--- src/rtl/aldk_pkg.sv ---
// Shared types and constants of the ADC ladder key debouncer.
`default_nettype none

package aldk_pkg;

  localparam int TableDepth = 16;
  localparam int SampleBits = 12;

  localparam int AddrW       = (TableDepth > 1) ? $clog2(TableDepth) : 1;
  localparam int CntW        = $clog2(TableDepth + 1);
  localparam int EntryCountW = 5;
  localparam int ThreshW     = 8;
  localparam int WindowW     = 8;
  localparam int CodeW       = 10;
  localparam int KeyW        = CodeW + 1;
  localparam int MaskW       = 16;
  localparam int IndexW      = 4;
  localparam int CfgIdxW     = 2;
  localparam int CfgDataW    = 8;

  // Bit CodeW set means no key.
  localparam logic [KeyW-1:0] KeyNone = {1'b1, {CodeW{1'b0}}};

  localparam logic [ThreshW-1:0] DebounceReset = 8'd1;
  localparam logic [WindowW-1:0] WindowReset   = 8'd10;

  localparam logic CmdSample = 1'b0;
  localparam logic CmdWrite  = 1'b1;

  localparam logic ModeKeys = 1'b0;
  localparam logic ModeDial = 1'b1;

  typedef enum logic [CfgIdxW-1:0] {
    CfgEntryCount,
    CfgChannelMode,
    CfgDebounce,
    CfgWindow
  } cfg_idx_e;

  typedef struct packed {
    logic                  cmd;
    logic [SampleBits-1:0] sample;
    logic [MaskW-1:0]      key_mask;
    logic [IndexW-1:0]     entry_index;
    logic [SampleBits-1:0] entry_level;
    logic [CodeW-1:0]      entry_code;
    logic [MaskW-1:0]      entry_mask;
  } in_item_t;

  typedef struct packed {
    logic [CodeW-1:0]      key_code;
    logic                  pressed;
    logic [SampleBits-1:0] adc_value;
    logic                  last_of_run;
  } out_item_t;

  typedef struct packed {
    logic [SampleBits-1:0] level;
    logic [CodeW-1:0]      code;
    logic [MaskW-1:0]      mask;
  } table_entry_t;

  // Controller to datapath.
  typedef struct packed {
    logic             start;
    logic             wr_en;
    logic             rd_en;
    logic [AddrW-1:0] rd_addr;
    logic             chk_dec;
    logic             chk_mask;
    logic             update;
    logic             load_ev0;
    logic             load_ev1;
  } dp_cmd_t;

  // Datapath to controller.
  typedef struct packed {
    logic [CntW-1:0] searched;
    logic            mode;
    logic [1:0]      n_ev;
    logic            out_free;
  } dp_stat_t;

endpackage

`default_nettype wire

--- src/rtl/aldk_ram.sv ---
// Generic single-port-write RAM with registered read.
`default_nettype none

module aldk_ram #(
  parameter int Width = 8,
  parameter int Depth = 16
) (
  input  wire logic                                       clk_i,
  input  wire logic                                       we_i,
  input  wire logic [((Depth > 1) ? $clog2(Depth) : 1)-1:0] waddr_i,
  input  wire logic [Width-1:0]                           wdata_i,
  input  wire logic                                       re_i,
  input  wire logic [((Depth > 1) ? $clog2(Depth) : 1)-1:0] raddr_i,
  output logic      [Width-1:0]                           rdata_o
);

  logic [Width-1:0] mem_q [Depth];

  always_ff @(posedge clk_i) begin
    if (we_i) begin
      mem_q[waddr_i] <= wdata_i;
    end
    if (re_i) begin
      rdata_o <= mem_q[raddr_i];
    end
  end

endmodule

`default_nettype wire

--- src/rtl/aldk_ctrl.sv ---
// Sequencer: table walks for decode and mask check, update, event emission.
`default_nettype none

module aldk_ctrl
  import aldk_pkg::*;
(
  input  wire logic     clk_i,
  input  wire logic     rst_ni,
  input  wire logic     in_valid_i,
  input  wire logic     in_cmd_i,
  output logic          in_stall_o,
  input  wire dp_stat_t stat_i,
  output dp_cmd_t       cmd_o
);

  typedef enum logic [2:0] {
    StIdle,
    StDec,
    StDecEnd,
    StMask,
    StMaskEnd,
    StUpdate,
    StEmit0,
    StEmit1
  } state_e;

  state_e           state_q;
  logic [AddrW-1:0] idx_q;
  logic             chk_dec_q;
  logic             chk_mask_q;
  logic             last_idx;
  logic             accept;

  assign in_stall_o = (state_q != StIdle);
  assign accept     = in_valid_i && (state_q == StIdle);
  assign last_idx   = ((CntW'(idx_q) + CntW'(1)) == stat_i.searched);

  always_comb begin
    cmd_o          = '0;
    cmd_o.rd_addr  = idx_q;
    cmd_o.chk_dec  = chk_dec_q;
    cmd_o.chk_mask = chk_mask_q;
    cmd_o.start    = accept;
    cmd_o.wr_en    = accept && (in_cmd_i == CmdWrite);
    cmd_o.rd_en    = (state_q == StDec) || (state_q == StMask);
    cmd_o.update   = (state_q == StUpdate);
    cmd_o.load_ev0 = (state_q == StEmit0) && (stat_i.n_ev != 2'd0) && stat_i.out_free;
    cmd_o.load_ev1 = (state_q == StEmit1) && stat_i.out_free;
  end

  always_ff @(posedge clk_i or negedge rst_ni) begin
    if (!rst_ni) begin
      state_q    <= StIdle;
      idx_q      <= '0;
      chk_dec_q  <= 1'b0;
      chk_mask_q <= 1'b0;
    end else begin
      chk_dec_q  <= (state_q == StDec);
      chk_mask_q <= (state_q == StMask);
      case (state_q)
        StIdle: begin
          idx_q <= '0;
          if (accept && (in_cmd_i == CmdSample)) begin
            state_q <= (stat_i.searched == '0) ? StUpdate : StDec;
          end
        end
        StDec: begin
          if (last_idx) begin
            idx_q   <= '0;
            state_q <= StDecEnd;
          end else begin
            idx_q <= idx_q + AddrW'(1);
          end
        end
        StDecEnd: begin
          // the mask check only applies to ordinary keys
          state_q <= (stat_i.mode == ModeKeys) ? StMask : StUpdate;
        end
        StMask: begin
          if (last_idx) begin
            idx_q   <= '0;
            state_q <= StMaskEnd;
          end else begin
            idx_q <= idx_q + AddrW'(1);
          end
        end
        StMaskEnd: state_q <= StUpdate;
        StUpdate:  state_q <= StEmit0;
        StEmit0: begin
          if (stat_i.n_ev == 2'd0) begin
            state_q <= StIdle;
          end else if (stat_i.out_free) begin
            state_q <= (stat_i.n_ev == 2'd1) ? StIdle : StEmit1;
          end
        end
        StEmit1: begin
          if (stat_i.out_free) begin
            state_q <= StIdle;
          end
        end
        default: state_q <= StIdle;
      endcase
    end
  end

endmodule

`default_nettype wire

--- src/rtl/aldk_dpath.sv ---
// Datapath: key table, config registers, decode and debounce state, output register.
`default_nettype none

module aldk_dpath
  import aldk_pkg::*;
(
  input  wire logic                clk_i,
  input  wire logic                rst_ni,
  input  wire in_item_t            in_data_i,
  input  wire logic                cfg_valid_i,
  input  wire logic [CfgIdxW-1:0]  cfg_index_i,
  input  wire logic [CfgDataW-1:0] cfg_data_i,
  input  wire dp_cmd_t             cmd_i,
  output dp_stat_t                 stat_o,
  output logic                     out_valid_o,
  input  wire logic                out_stall_i,
  output out_item_t                out_data_o
);

  localparam int LvlXW = SampleBits + 1;

  // configuration
  logic [EntryCountW-1:0] entry_count_q;
  logic                   mode_q;
  logic [ThreshW-1:0]     thr_q;
  logic [WindowW-1:0]     window_q;

  always_ff @(posedge clk_i or negedge rst_ni) begin
    if (!rst_ni) begin
      entry_count_q <= '0;
      mode_q        <= ModeKeys;
      thr_q         <= DebounceReset;
      window_q      <= WindowReset;
    end else if (cfg_valid_i) begin
      case (cfg_idx_e'(cfg_index_i))
        CfgEntryCount:  entry_count_q <= cfg_data_i[EntryCountW-1:0];
        CfgChannelMode: mode_q        <= cfg_data_i[0];
        CfgDebounce:    thr_q         <= cfg_data_i[ThreshW-1:0];
        CfgWindow:      window_q      <= cfg_data_i[WindowW-1:0];
        default: ;
      endcase
    end
  end

  // key table
  table_entry_t                      wr_ent;
  logic [$bits(table_entry_t)-1:0]   rd_raw;
  table_entry_t                      rd_ent;
  logic                              wr_ok;

  assign wr_ent.level = in_data_i.entry_level;
  assign wr_ent.code  = in_data_i.entry_code;
  assign wr_ent.mask  = in_data_i.entry_mask;
  assign wr_ok        = cmd_i.wr_en && (int'(in_data_i.entry_index) < TableDepth);
  assign rd_ent       = table_entry_t'(rd_raw);

  aldk_ram #(
    .Width($bits(table_entry_t)),
    .Depth(TableDepth)
  ) u_table (
    .clk_i  (clk_i),
    .we_i   (wr_ok),
    .waddr_i(AddrW'(in_data_i.entry_index)),
    .wdata_i(wr_ent),
    .re_i   (cmd_i.rd_en),
    .raddr_i(cmd_i.rd_addr),
    .rdata_o(rd_raw)
  );

  // latched sample beat
  logic [SampleBits-1:0] samp_q;
  logic [MaskW-1:0]      kmask_q;

  // decode and debounce state
  logic [KeyW-1:0]    key_q, key_d;
  logic               found_q, found_d;
  logic               masked_q, masked_d;
  logic [KeyW-1:0]    prev_q, prev_d;
  logic [KeyW-1:0]    held_q, held_d;
  logic [KeyW-1:0]    dial_q, dial_d;
  logic [ThreshW-1:0] cnt_q, cnt_d;
  logic [1:0]         n_ev_q, n_ev_d;
  out_item_t          ev0_q, ev0_d, ev1_q, ev1_d;

  // window match
  logic [LvlXW-1:0] lvl_x, w_x, lo_x, hi_x, s_x;
  logic             in_window;
  logic [KeyW-1:0]  mask_target;
  logic             mask_hit;
  logic [ThreshW-1:0] cnt_base;
  out_item_t        ev_press, ev_rel_held, ev_rel_key;

  assign lvl_x     = LvlXW'(rd_ent.level);
  assign w_x       = LvlXW'(window_q);
  assign lo_x      = (lvl_x > w_x) ? (lvl_x - w_x) : '0;
  assign hi_x      = lvl_x + w_x;
  assign s_x       = LvlXW'(samp_q);
  assign in_window = (lo_x <= s_x) && (s_x <= hi_x);

  // a none key checks the held key instead; a none held key never matches
  assign mask_target = key_q[CodeW] ? held_q : key_q;
  assign mask_hit    = ({1'b0, rd_ent.code} == mask_target) && ((rd_ent.mask & kmask_q) != '0);

  assign cnt_base = (prev_q != key_q) ? '0 : cnt_q;

  always_comb begin
    ev_press.key_code    = key_q[CodeW-1:0];
    ev_press.pressed     = 1'b1;
    ev_press.adc_value   = samp_q;
    ev_press.last_of_run = 1'b0;
    ev_rel_held.key_code    = held_q[CodeW-1:0];
    ev_rel_held.pressed     = 1'b0;
    ev_rel_held.adc_value   = '0;
    ev_rel_held.last_of_run = 1'b0;
    ev_rel_key.key_code     = key_q[CodeW-1:0];
    ev_rel_key.pressed      = 1'b0;
    ev_rel_key.adc_value    = '0;
    ev_rel_key.last_of_run  = 1'b1;
  end

  always_comb begin
    key_d    = key_q;
    found_d  = found_q;
    masked_d = masked_q;
    prev_d   = prev_q;
    held_d   = held_q;
    dial_d   = dial_q;
    cnt_d    = cnt_q;
    n_ev_d   = n_ev_q;
    ev0_d    = ev0_q;
    ev1_d    = ev1_q;

    if (cmd_i.start) begin
      key_d    = KeyNone;
      found_d  = 1'b0;
      masked_d = 1'b0;
    end

    // first matching slot wins
    if (cmd_i.chk_dec && !found_q && in_window) begin
      found_d = 1'b1;
      key_d   = {1'b0, rd_ent.code};
    end

    if (cmd_i.chk_mask && mask_hit) begin
      masked_d = 1'b1;
    end

    if (cmd_i.update) begin
      n_ev_d = 2'd0;
      if (mode_q == ModeKeys) begin
        if (!masked_q) begin
          prev_d = key_q;
          if (key_q != held_q) begin
            if (cnt_base < thr_q) begin
              cnt_d = cnt_base + ThreshW'(1);
            end else begin
              cnt_d  = '0;
              held_d = key_q;
              if (!key_q[CodeW]) begin
                if (!held_q[CodeW]) begin
                  ev0_d  = ev_rel_held;
                  ev1_d  = ev_press;
                  ev1_d.last_of_run = 1'b1;
                  n_ev_d = 2'd2;
                end else begin
                  ev0_d  = ev_press;
                  ev0_d.last_of_run = 1'b1;
                  n_ev_d = 2'd1;
                end
              end else begin
                ev0_d  = ev_rel_held;
                ev0_d.last_of_run = 1'b1;
                n_ev_d = 2'd1;
              end
            end
          end else begin
            cnt_d = '0;
          end
        end
      end else begin
        if (!key_q[CodeW] && (key_q != dial_q)) begin
          if (cnt_q < thr_q) begin
            cnt_d = cnt_q + ThreshW'(1);
          end else begin
            cnt_d  = '0;
            dial_d = key_q;
            ev0_d  = ev_press;
            ev1_d  = ev_rel_key;
            n_ev_d = 2'd2;
          end
        end
      end
    end
  end

  always_ff @(posedge clk_i or negedge rst_ni) begin
    if (!rst_ni) begin
      key_q    <= KeyNone;
      found_q  <= 1'b0;
      masked_q <= 1'b0;
      prev_q   <= KeyNone;
      held_q   <= KeyNone;
      dial_q   <= KeyNone;
      cnt_q    <= '0;
      n_ev_q   <= '0;
    end else begin
      key_q    <= key_d;
      found_q  <= found_d;
      masked_q <= masked_d;
      prev_q   <= prev_d;
      held_q   <= held_d;
      dial_q   <= dial_d;
      cnt_q    <= cnt_d;
      n_ev_q   <= n_ev_d;
    end
  end

  always_ff @(posedge clk_i) begin
    if (cmd_i.start) begin
      samp_q  <= in_data_i.sample;
      kmask_q <= in_data_i.key_mask;
    end
    ev0_q <= ev0_d;
    ev1_q <= ev1_d;
  end

  // output register
  logic out_free;
  assign out_free = !out_valid_o || !out_stall_i;

  always_ff @(posedge clk_i or negedge rst_ni) begin
    if (!rst_ni) begin
      out_valid_o <= 1'b0;
    end else if (cmd_i.load_ev0 || cmd_i.load_ev1) begin
      out_valid_o <= 1'b1;
    end else if (!out_stall_i) begin
      out_valid_o <= 1'b0;
    end
  end

  always_ff @(posedge clk_i) begin
    if (cmd_i.load_ev0) begin
      out_data_o <= ev0_q;
    end else if (cmd_i.load_ev1) begin
      out_data_o <= ev1_q;
    end
  end

  assign stat_o.searched = (int'(entry_count_q) > TableDepth) ? CntW'(TableDepth)
                                                              : CntW'(entry_count_q);
  assign stat_o.mode     = mode_q;
  assign stat_o.n_ev     = n_ev_q;
  assign stat_o.out_free = out_free;

endmodule

`default_nettype wire

--- src/rtl/adc_ladder_key_debouncer.sv ---
// Top level of the ADC ladder key debouncer.
//
//   channel | direction | handshake             | beat
//   in      | input     | in_valid_i/in_stall_o | in_item_t: sample tick or table write
//   out     | output    | out_valid_o/out_stall_i | out_item_t: one press/release event
//   cfg     | input     | cfg_valid_i/cfg_ready_o | register index and data
//
// A sample does one table read per cycle on the single RAM read port, once for the
// decode walk and, in key mode, once for the mask walk, then update and event
// emission; with no slot searched it goes straight to update.
// A stalled output holds the emitting state; the next beat is taken as soon as the
// last event sits in the output register. Reset clears debounce state and returns
// config to its defaults; the table stays unwritten.
`default_nettype none

module adc_ladder_key_debouncer
  import aldk_pkg::*;
(
  input  wire logic                clk_i,
  input  wire logic                rst_ni,
  input  wire logic                in_valid_i,
  output logic                     in_stall_o,
  input  wire in_item_t            in_data_i,
  output logic                     out_valid_o,
  input  wire logic                out_stall_i,
  output out_item_t                out_data_o,
  input  wire logic                cfg_valid_i,
  output logic                     cfg_ready_o,
  input  wire logic [CfgIdxW-1:0]  cfg_index_i,
  input  wire logic [CfgDataW-1:0] cfg_data_i
);

  dp_cmd_t  cmd;
  dp_stat_t stat;

  assign cfg_ready_o = 1'b1;

  aldk_ctrl u_ctrl (
    .clk_i     (clk_i),
    .rst_ni    (rst_ni),
    .in_valid_i(in_valid_i),
    .in_cmd_i  (in_data_i.cmd),
    .in_stall_o(in_stall_o),
    .stat_i    (stat),
    .cmd_o     (cmd)
  );

  aldk_dpath u_dpath (
    .clk_i      (clk_i),
    .rst_ni     (rst_ni),
    .in_data_i  (in_data_i),
    .cfg_valid_i(cfg_valid_i),
    .cfg_index_i(cfg_index_i),
    .cfg_data_i (cfg_data_i),
    .cmd_i      (cmd),
    .stat_o     (stat),
    .out_valid_o(out_valid_o),
    .out_stall_i(out_stall_i),
    .out_data_o (out_data_o)
  );

endmodule

`default_nettype wire

--- config.mk ---
export PLATFORM = sky130hd
export DESIGN_NAME = adc_ladder_key_debouncer
export DESIGN_NICKNAME = d
export VERILOG_FILES = /design/src/rtl/aldk_pkg.sv /design/src/rtl/aldk_ram.sv /design/src/rtl/aldk_ctrl.sv /design/src/rtl/aldk_dpath.sv /design/src/rtl/adc_ladder_key_debouncer.sv
export SDC_FILE = /design/constraint.sdc
export NUM_CORES = 1
export LEC_CHECK = 0
export BUFFER_PORTS_ARGS = -buffer_cell sky130_fd_sc_hd__buf_2
export CAP_MARGIN = 40
export CORE_MARGIN = 2
export CORE_UTILIZATION = 60
export CTS_CLUSTER_DIAMETER = 40
export CTS_CLUSTER_SIZE = 20
export DETAILED_ROUTE_END_ITERATION = 7
export PLACE_DENSITY = 0.78
export RECOVER_POWER = 100
export SLEW_MARGIN = 20
export SYNTH_ARGS = -nofsm -noshare
export SYNTH_HDL_FRONTEND = slang
export SYNTH_SLANG_ARGS = --single-unit
--- constraint.sdc ---
create_clock -name clk_i -period 7.26 [get_ports clk_i]
set_input_delay 1.089 -clock clk_i [delete_from_list [all_inputs] [get_ports clk_i]]
set_output_delay 1.089 -clock clk_i [all_outputs]
set_load 0.005 [all_outputs]
==> flow_metrics.env, run 1 <==
export IMPL_outcome="finished, violations left"
export IMPL_violations="max-capacitance violations, max-slew violations"
export IMPL_reg2reg_to="u_dpath.u_table.mem_q[15][0]$_DFFE_PP_"
export IMPL_worstRegToRegCells=7
export IMPL_max_slew_margin_pct=-183
export IMPL_dr_total_vias=18900
export IMPL_die_area_mm2=0.0597
export IMPL_initial_utilization_pct=60.4
export IMPL_dp_slack_ps=3330
export IMPL_syn_to_final_growth_pct=13.8
export IMPL_synth_nets=2208
export IMPL_antenna_found_initial=6
export IMPL_timing_rr_start="u_ctrl.state_q[2]$_DFFE_PN0P_"
export IMPL_drc=0
export IMPL_ys_top_cells_by_count="745 x edfxtp_1, 139 x mux2i_1, 120 x mux2_2, 96 x o21ai_0, 95 x nand2_1"
export IMPL_cp_cell_sequence="nor3_1 > nand2_1 > inv_1 > clkbuf_1 > nand4_1 > nor2_4 > clkbuf_2"
export IMPL_holdBufCountCts=0
export IMPL_multi_input_area_mm2=0.00940
export IMPL_synth_area_mm2=0.0346
export IMPL_ctsRootBufferMaster="clkbuf_16"
export IMPL_met1_length_um=29500
export IMPL_crit_fanout=38
export IMPL_crit_end="u_dpath.u_table.mem_q[15][0]$_DFFE_PP_"
export IMPL_yosys_area_top_type="edfxtp_1"
export IMPL_ir_drop_uv=267
export IMPL_dp_cells=2874
export IMPL_tns_ps=0
export IMPL_routed_wl_um=74600
export IMPL_min_period_ps=5380
export IMPL_die_h_um=244
export IMPL_die_x_um=244
export IMPL_critPathSlowestCell="clkbuf_1"
export IMPL_clock_sinks=833
export IMPL_core_area_mm2=0.0574
export IMPL_arrival_ps=5650
export IMPL_io_buffer_count=111
export IMPL_cp_required_ps=7530
export IMPL_viasPerCell=6.16
export IMPL_power_total_w=0.0141
export IMPL_cts_tree="built"
export IMPL_row_count=88
export IMPL_cts_inserted_buffers=99
export IMPL_grt_pass1_vias=19300
export IMPL_dr_max_layer_used="met5"
export IMPL_reg2reg_slack_ps=1880
export IMPL_rsz0062_at_grt="false"
export IMPL_grt_pass1_wl_um=114000
export IMPL_dr_pass1_iters=5
export IMPL_yosysSeqAreaShare_pct=71.0
export IMPL_ys_flop_type="edfxtp_1"
export IMPL_ys_types=74
export IMPL_grt_max_degree=123
export IMPL_synth_edff_count=745
export IMPL_yosys_cell_count_top_type="edfxtp_1"
export IMPL_clock_skew_ps=50.0
export IMPL_gp_congestion=0.883
export IMPL_hold_path_class="flip-flop to flip-flop"
export IMPL_nNetsFinal=2362
export IMPL_setup_viol=0
export IMPL_power_leakage_nw=13.8
export IMPL_ys_warnings_count=0
export IMPL_cp_start_kind="flip-flop"
export IMPL_period_share_pct=74.1
export IMPL_finalMaxSlewViolations=787
export IMPL_cap_violations=20
export IMPL_overflow=0
export IMPL_stdcell_count=3068
export IMPL_stdcell_area_mm2=0.0394
export IMPL_cts_setup_buffers=0
export IMPL_io_pins=113
export IMPL_drtIter0Drc=1976
export IMPL_setup_ws_ps=1880
export IMPL_yosys_area_top_type_share_pct=64.6
export IMPL_placed_area_mm2=0.0362
export IMPL_final_seq_area_mm2=0.0246
export IMPL_met3_length_um=6050
export IMPL_setup_worst_path_end_class="flip-flop"
export IMPL_h_tree_depth=3
export IMPL_synth_area_per_cell_um2=16.8
export IMPL_wl_met2_um=37000
export IMPL_wl_per_cell_um=24.3
export IMPL_dp_hpwl_um=40200
export IMPL_async_flop_share_pct=10.6
export IMPL_critPathLaunch="u_ctrl.state_q[2]$_DFFE_PN0P_"
export IMPL_max_freq_mhz=186
export IMPL_hold_viol=0
export IMPL_p_per_area_mw_per_mm2=359
export IMPL_fillerInstances=3636
export IMPL_path_class="flip-flop to flip-flop"
export IMPL_grtUsageTotal_pct=25.4
export IMPL_max_stage_delay_ps=1550
export IMPL_tightest_slew_ps=4240
export IMPL_cts_max_path_buffers=3
export IMPL_path_clk_slew_ps=60
export IMPL_synth_area_leaders="edfxtp_1 65%, dfrtp_1 5.9%, mux4_2 4.9%"
export IMPL_synth_seq_cells=833
export IMPL_drive_above_1_share_pct=21.2
export IMPL_cts_resized=0
export IMPL_insertion_delay_ps=680
export IMPL_antenna_left=0
export IMPL_syn_inst=2060
per-layer routing:
metal  vias to the layer above  GRT usage [%]
met3                       157           5.30
met1                      9497           33.8
met4                         8           9.02
met2                       838           42.1
met5                         -              0
li1                       8389              -
critical path, delay by kind of cell, from the launching register on:
family / cells / cell delay (ps)
DFF: 1 / 500
buffers and inverters: 3 / 2700
and+or+nand+nor: 4 / 1760
cell families after synthesis:
group	synth area share (%)
buf+inv	2.05
compound gates	6.09
fa+ha+maj	2.28
simple gates	4.19
mux	12.9
flops	71.0
xor+xnor	1.54
other cells	0.0108
per-stage QoR:
step / hold slack, ps / utilization [%]
5_1_grt: 505 / 68.7
2_1_floorplan: 420 / -
3_5_place_dp: 479 / 63.1
6_report: 488 / 68.7
3_3_place_gp: 474 / 62.9
4_1_cts: 374 / 69.1
layout make-up:
| class | instances | share of cell area [%] |
|---|---|---|
| Multi-Input combinational cell | 1065 | 23.9 |
| Clock inverter | 81 | 2.34 |
| Inverter | 61 | 0.581 |
| Sequential cell | 833 | 62.4 |
| Tap cell | 765 | 2.43 |
| Timing Repair Buffer | 154 | 1.94 |
| Clock buffer | 106 | 6.43 |
| Antenna cell | 3 | 0.0191 |
cell usage in the layout, fill, tap and decap left out, types with 8 or more instances in the layout:
cell type,n
nor2_4,11
xor2_1,19
a22oi_1,38
buf_4,10
and3_1,8
clkbuf_16,100
a21oi_1,63
nand2_1,96
a22o_1,9
clkinv_4,15
and2_1,8
mux2i_1,139
clkinvlp_4,8
nand3_1,12
ha_1,60
mux2_2,120
nor3_1,15
nand4_1,15
edfxtp_1,745
nor2b_1,14
nand2b_1,10
mux4_2,76
nor2_1,63
dfrtp_1,78
buf_2,60
inv_6,11
o21ai_0,97
clkbuf_1,83
inv_8,9
a221oi_1,43
xnor2_1,42
inv_1,59
clkinv_2,10
clkinv_1,8
state kept, by name, summed over array words and instances (netlist names), 12 cells and up:
register / flops
u_dpath.ev1_q: 23
u_dpath.kmask_q: 16
u_dpath.samp_q: 12
u_dpath.u_table.rdata_o: 38
u_dpath.out_data_o: 24
u_dpath.ev0_q: 24
u_dpath.u_table.mem_q: 608
worst min-delay path by stage:
stage | from | to | slack [ps] | cells past startpoint
floorplan | u_dpath.key_q[0]$_DFFE_PN0P_ | u_dpath.ev1_q[14]$_DFFE_PP_ | 420 | 0
global placement | u_dpath.dial_q[10]$_DFFE_PN1P_ | u_dpath.dial_q[10]$_DFFE_PN1P_ | 470 | 1
detailed placement | u_dpath.dial_q[10]$_DFFE_PN1P_ | u_dpath.dial_q[10]$_DFFE_PN1P_ | 480 | 1
CTS | rst_ni | u_dpath.thr_q[2]$_DFFE_PN0P_ | 370 | 1
global route | u_dpath.dial_q[10]$_DFFE_PN1P_ | u_dpath.dial_q[10]$_DFFE_PN1P_ | 510 | 1
finish | u_dpath.dial_q[10]$_DFFE_PN1P_ | u_dpath.dial_q[10]$_DFFE_PN1P_ | 490 | 1
where the power goes:
group | leakage [nW] | internal [W] | switching [W]
Clock | 1.66 | 0.00286 | 0.00213
Combinational | 4.29 | 0.00148 | 0.00169
Sequential | 7.86 | 0.00563 | 0.000339
Note: power is estimated with default switching activity, not from simulation.
==> inputs of run 2 (changes only) <==
--- a/config.mk
+++ b/config.mk
@@ -8,11 +8,11 @@
 export BUFFER_PORTS_ARGS = -buffer_cell sky130_fd_sc_hd__buf_2
 export CAP_MARGIN = 40
 export CORE_MARGIN = 2
-export CORE_UTILIZATION = 60
+export CORE_UTILIZATION = 56
 export CTS_CLUSTER_DIAMETER = 40
 export CTS_CLUSTER_SIZE = 20
 export DETAILED_ROUTE_END_ITERATION = 7
-export PLACE_DENSITY = 0.78
+export PLACE_DENSITY = 0.77
 export RECOVER_POWER = 100
 export SLEW_MARGIN = 20
 export SYNTH_ARGS = -nofsm -noshare
==> constraint.sdc (replaced) <==
create_clock -name clk_i -period 4.7 [get_ports clk_i]
set_input_delay 0.705 -clock clk_i [delete_from_list [all_inputs] [get_ports clk_i]]
set_output_delay 0.705 -clock clk_i [all_outputs]
set_load 0.005 [all_outputs]
==> run 2 against run 1 <==
  * The run still ends with max-capacitance violations, max-slew violations left
  * Count of clock-buffer cells in the layout rose by 3
  * Sequential share of layout area down 0.59 points
  * Utilization is 3.9 points lower
  * Critical endpoint is now u_dpath.u_table.rdata_o[35]$_DFFE_PP_
  * Clock power is 67% higher
==> flow_metrics.env, run 2 (synthesized netlist as in run 1, its figures left out) <==
export IMPL_p_per_area_mw_per_mm2=561
export IMPL_reg_top3="u_dpath.u_table.mem_q (608), u_dpath.u_table.rdata_o (38)"
export IMPL_gp_congestion=0.860
export IMPL_drc=0
export IMPL_crit_fanout=31
export IMPL_clock_skew_ps=29.3
export IMPL_die_x_um=253
export IMPL_io_buffer_count=111
export IMPL_setup_worst_path_end_class="flip-flop"
export IMPL_die_h_um=253
export IMPL_setup_viol=0
export IMPL_tightest_slew_ps=2720
export IMPL_hold_viol=0
export IMPL_dp_hpwl_um=42700
export IMPL_io_pins=113
export IMPL_grt_pass1_wl_um=116000
export IMPL_cts_tree="built"
export IMPL_drive_above_1_share_pct=21.5
export IMPL_critPathSlowestCell="clkbuf_1"
export IMPL_die_area_mm2=0.0638
export IMPL_rsz0062_at_grt="false"
export IMPL_h_tree_depth=3
export IMPL_setup_ws_ps=245
export IMPL_nNetsFinal=2369
export IMPL_path_clk_slew_ps=60
export IMPL_largest_register="u_dpath.u_table.mem_q"
export IMPL_cp_cell_sequence="clkbuf_1 > nand2_1 > clkbuf_2 > o21ai_0 > a21oi_1 > o21ai_0 > nand2_1"
export IMPL_power_leakage_nw=14.0
export IMPL_path_class="flip-flop to flip-flop"
export IMPL_violations="max-capacitance violations, max-slew violations"
export IMPL_cp_start_kind="flip-flop"
export IMPL_min_period_ps=4460
export IMPL_routed_wl_um=76200
export IMPL_period_share_pct=94.8
export IMPL_hold_path_class="input pin to flip-flop"
export IMPL_core_area_mm2=0.0614
export IMPL_clock_sinks=833
export IMPL_fillerInstances=4051
export IMPL_cts_inserted_buffers=102
export IMPL_overflow=0
export IMPL_max_slew_margin_pct=-81.3
export IMPL_wl_per_cell_um=24.6
export IMPL_arrival_ps=4810
export IMPL_cp_required_ps=5050
export IMPL_antenna_left=0
export IMPL_max_stage_delay_ps=1740
export IMPL_cts_max_path_buffers=3
export IMPL_grtUsageTotal_pct=24.2
export IMPL_syn_to_final_growth_pct=14.9
export IMPL_ir_drop_uv=445
export IMPL_antenna_found_initial=4
export IMPL_final_common_cell="edfxtp_1"
export IMPL_tns_ps=0
export IMPL_grt_pass1_vias=19500
export IMPL_dp_slack_ps=697
export IMPL_insertion_delay_ps=660
export IMPL_grt_max_degree=82
export IMPL_row_count=91
export IMPL_viasPerCell=6.14
export IMPL_dr_pass1_iters=6
export IMPL_drtIter0Drc=1890
export IMPL_cts_resized=0
export IMPL_largest_reg_flops=608
export IMPL_layout_common_cells="745 x edfxtp_1, 139 x mux2i_1, 117 x mux2_2, 102 x clkbuf_16, 97 x o21ai_0"
export IMPL_holdBufCountCts=0
export IMPL_cts_setup_buffers=0
export IMPL_finalMaxSlewViolations=121
export IMPL_cap_violations=4
export IMPL_max_freq_mhz=224
export IMPL_outcome="finished, violations left"
export IMPL_ctsRootBufferMaster="clkbuf_16"
export IMPL_initial_utilization_pct=56.4
export IMPL_dr_total_vias=19000
export IMPL_reg2reg_slack_ps=240
## run 2: through the flow
stage	area, um^2	cells	hold slack [ps]	utilization, %	total power (W)
after floorplan	34700	2060	409	-	0.0128
after global placement	36400	2901	466	59.3	0.0139
after detailed placement	36400	2905	467	59.3	0.0141
after CTS	40100	3097	8.15	65.4	0.0224
after global routing	39800	3101	188	64.8	0.0232
final	39800	3102	217	64.8	0.0223
## run 2: routing by layer
layer  vias up  share of wire [%]  routed length, um  global-route usage (%)
met5         -              0.016                 12                       0
met4         2                2.6               1970                    7.98
met3       160                7.1               5410                    4.18
met2       835                 50              38100                    40.1
met1      9644                 40              30700                    32.7
li1       8401                  -                  -                       -
## run 2: final cells by class
cell class	instances	area (um^2)	area share (%)
Antenna cell	3	7.51	0.0189
Clock buffer	109	2590	6.51
Clock inverter	83	1100	2.77
Inverter	61	229	0.576
Multi-Input combinational cell	1065	9350	23.5
Sequential cell	833	24600	61.8
Tap cell	790	988	2.48
Timing Repair Buffer	158	922	2.32
## run 2: critical path, delay by kind of cell (launching register included)
family / cells / cell delay (ps)
compound gates: 3 / 670
buf+inv: 2 / 2220
flops: 1 / 800
simple gates: 2 / 460
## run 2: worst paths after layout
path,startpoint,endpoint,depth (start not counted)
max reg2reg,u_ctrl.idx_q[2]$_DFFE_PN0P_,u_dpath.u_table.rdata_o[35]$_DFFE_PP_,7
max,u_ctrl.idx_q[2]$_DFFE_PN0P_,u_dpath.u_table.rdata_o[35]$_DFFE_PP_,7
min reg2reg,u_dpath.found_q$_DFFE_PN0P_,u_dpath.found_q$_DFFE_PN0P_,2
min in group asynchronous,rst_ni,u_dpath.window_q[5]$_DFFE_PN0P_,1
min,in_data_i[56],u_dpath.kmask_q[14]$_DFFE_PP_,1
max in group asynchronous,rst_ni,u_dpath.dial_q[3]$_DFFE_PN0P_,2
## run 2: report_power, final
part	switching (W)	internal, W
clock network	0.00341	0.00491
logic	0.00260	0.00211
registers	0.000582	0.00869
total	0.00660	0.0157
==> inputs of run 3 (changes only) <==
--- a/config.mk
+++ b/config.mk
@@ -12,6 +12,7 @@
 export CTS_CLUSTER_DIAMETER = 40
 export CTS_CLUSTER_SIZE = 20
 export DETAILED_ROUTE_END_ITERATION = 7
+export MAX_ROUTING_LAYER = met4
 export PLACE_DENSITY = 0.77
 export RECOVER_POWER = 100
 export SLEW_MARGIN = 20
==> run 3 against run 2 <==
  * The flow still finishes with violations (max-capacitance violations, max-slew violations)
  * Largest power group unchanged
  * Cell area barely moved
  * Highest routed layer is now met4
  * Critical path type unchanged
  * Flip-flop and latch count unchanged
  * Non-clock buffer count up 10
  * Worst setup slack improved by 140 ps
  * Cell count increased by 0.23%
  * Register-to-register slack gained 140 ps
  * Fmax is 3.4% higher
  * Hold slack lost 1.6 ps
==> flow_metrics.env, run 3 (synthesized netlist as in run 1, its figures left out) <==
export IMPL_outcome="finished, violations left"
export IMPL_violations="max-capacitance violations, max-slew violations"
export IMPL_hold_path_startpoint="in_data_i[48]"
export IMPL_largest_register="u_dpath.u_table.mem_q"
export IMPL_hold_viol=0
export IMPL_drive_above_1_share_pct=21.6
export IMPL_antenna_left=0
export IMPL_nNetsFinal=2374
export IMPL_die_h_um=253
export IMPL_min_period_ps=4310
export IMPL_power_total_w=0.0222
export IMPL_hold_path_class="input pin to flip-flop"
export IMPL_grt_max_degree=95
export IMPL_cap_violations=5
export IMPL_final_common_cell="edfxtp_1"
export IMPL_cp_required_ps=5220
export IMPL_dp_hpwl_um=45100
export IMPL_path_class="flip-flop to flip-flop"
export IMPL_max_slew_margin_pct=-96.1
export IMPL_drc=0
export IMPL_timing_rr_start="u_ctrl.idx_q[1]$_DFFE_PN0P_"
export IMPL_gp_congestion=0.868
export IMPL_row_count=91
export IMPL_cts_resized=0
export IMPL_overflow=0
export IMPL_crit_fanout=36
export IMPL_holdWs_ps=216
export IMPL_grt_pass1_wl_um=116000
export IMPL_finalMaxSlewViolations=158
export IMPL_cts_setup_buffers=0
export IMPL_tightest_slew_ps=2940
export IMPL_layout_common_cells="745 x edfxtp_1, 139 x mux2i_1, 118 x mux2_2, 99 x clkbuf_16, 97 x o21ai_0"
export IMPL_dr_total_vias=19100
export IMPL_period_share_pct=91.7
export IMPL_largest_reg_flops=608
export IMPL_core_area_mm2=0.0614
export IMPL_insertion_delay_ps=660
export IMPL_die_area_mm2=0.0638
export IMPL_p_per_area_mw_per_mm2=559
export IMPL_cts_max_path_buffers=3
export IMPL_tns_ps=0
export IMPL_cts_inserted_buffers=97
export IMPL_power_leakage_nw=14.0
export IMPL_ir_drop_uv=392
export IMPL_initial_utilization_pct=56.4
export IMPL_syn_to_final_growth_pct=14.8
export IMPL_holdBufCountCts=0
export IMPL_drtIter0Drc=2028
export IMPL_cp_cell_sequence="and2_0 > nand2_1 > xnor2_1 > o31ai_4 > and2_0 > mux2_2"
export IMPL_die_x_um=253
export IMPL_setup_worst_path_end_class="flip-flop"
export IMPL_io_buffer_count=111
export IMPL_dr_pass1_iters=5
export IMPL_cts_tree="built"
export IMPL_antenna_found_initial=8
export IMPL_reg2reg_slack_ps=390
export IMPL_rsz0062_at_grt="false"
export IMPL_reg_top3="u_dpath.u_table.mem_q (608), u_dpath.u_table.rdata_o (38)"
export IMPL_max_freq_mhz=232
export IMPL_reg2reg_to="u_ctrl.state_q[0]$_DFFE_PN0P_"
export IMPL_h_tree_depth=3
export IMPL_viasPerCell=6.15
export IMPL_crit_top_cell="and2_0"
export IMPL_grt_pass1_vias=19700
export IMPL_clock_sinks=833
export IMPL_min_delay_path_depth=1
export IMPL_cp_start_kind="flip-flop"
export IMPL_routed_wl_um=76800
export IMPL_critPathSlowestCell="and2_0"
export IMPL_hold_end="u_dpath.kmask_q[6]$_DFFE_PP_"
export IMPL_setup_viol=0
export IMPL_clock_skew_ps=32.6
export IMPL_arrival_ps=4830
export IMPL_io_pins=113
export IMPL_ctsRootBufferMaster="clkbuf_16"
export IMPL_wl_per_cell_um=24.7
export IMPL_worstRegToRegCells=6
export IMPL_final_util_pct=64.8
export IMPL_path_clk_slew_ps=60
export IMPL_grtUsageTotal_pct=25.1
export IMPL_max_stage_delay_ps=1730
-- run 3: through the flow --
step | std cells | cell area (um^2) | worst slack, ps
floorplan | 2060 | 34700 | 450
CTS | 3098 | 40100 | 654
finish | 3109 | 39800 | 389
global placement | 2907 | 36400 | 807
global route | 3109 | 39800 | 192
detailed placement | 2914 | 36500 | 665
-- run 3: critical path, delay by kind of cell, from the launching register on --
| family | cells | cell delay, ps |
|---|---|---|
| AND/OR/NAND/NOR | 3 | 2370 |
| AO/OA/AOI/OAI | 1 | 380 |
| XOR/XNOR | 1 | 280 |
| multiplexers | 1 | 360 |
| flip-flops | 1 | 790 |
-- run 3: area by class of cell --
type	instances	area [um^2]
flip-flops and latches	833	24600
diodes	8	20.0
repair buffers	168	976
fillers	4076	21600
clock inverters	81	1140
inverters	61	229
well taps	790	988
clock buffers	103	2490
multi-input cells	1065	9330
-- run 3: where the power goes --
group / leakage [nW] / switching [W] / internal (W) / total [W]
clock: 1.75 / 0.00325 / 0.00494 / 0.00819
sequential: 7.86 / 0.000512 / 0.00870 / 0.00921
combinational: 4.41 / 0.00268 / 0.00214 / 0.00482
-- run 3: worst max-delay path by stage --
stage                                             start                                 endpoint  slack, ps  cells after the start
final                       u_ctrl.idx_q[1]$_DFFE_PN0P_            u_ctrl.state_q[0]$_DFFE_PN0P_        390                      6
after global routing      u_ctrl.state_q[2]$_DFFE_PN0P_  u_dpath.u_table.mem_q[11][22]$_DFFE_PP_        190                      8
after CTS                 u_dpath.key_q[10]$_DFFE_PN1P_          u_dpath.ev0_q[13]$_SDFFCE_PP1P_        650                     12
after detailed placement  u_dpath.key_q[10]$_DFFE_PN1P_               u_dpath.ev0_q[8]$_DFFE_PP_        670                     12
after global placement    u_dpath.key_q[10]$_DFFE_PN1P_              u_dpath.ev0_q[11]$_DFFE_PP_        810                     12
after floorplan           u_dpath.key_q[10]$_DFFE_PN1P_          u_dpath.ev1_q[10]$_SDFFCE_PP0P_        450                     13
-- run 3: layer usage --
layer,vias to the layer above,global-route usage [%],wire length [um]
li1,8423,-,-
met1,9708,31.8,30300
met2,820,40.6,38700
met3,159,4.92,5690
met4,0,9.55,2140
met5,-,-,0
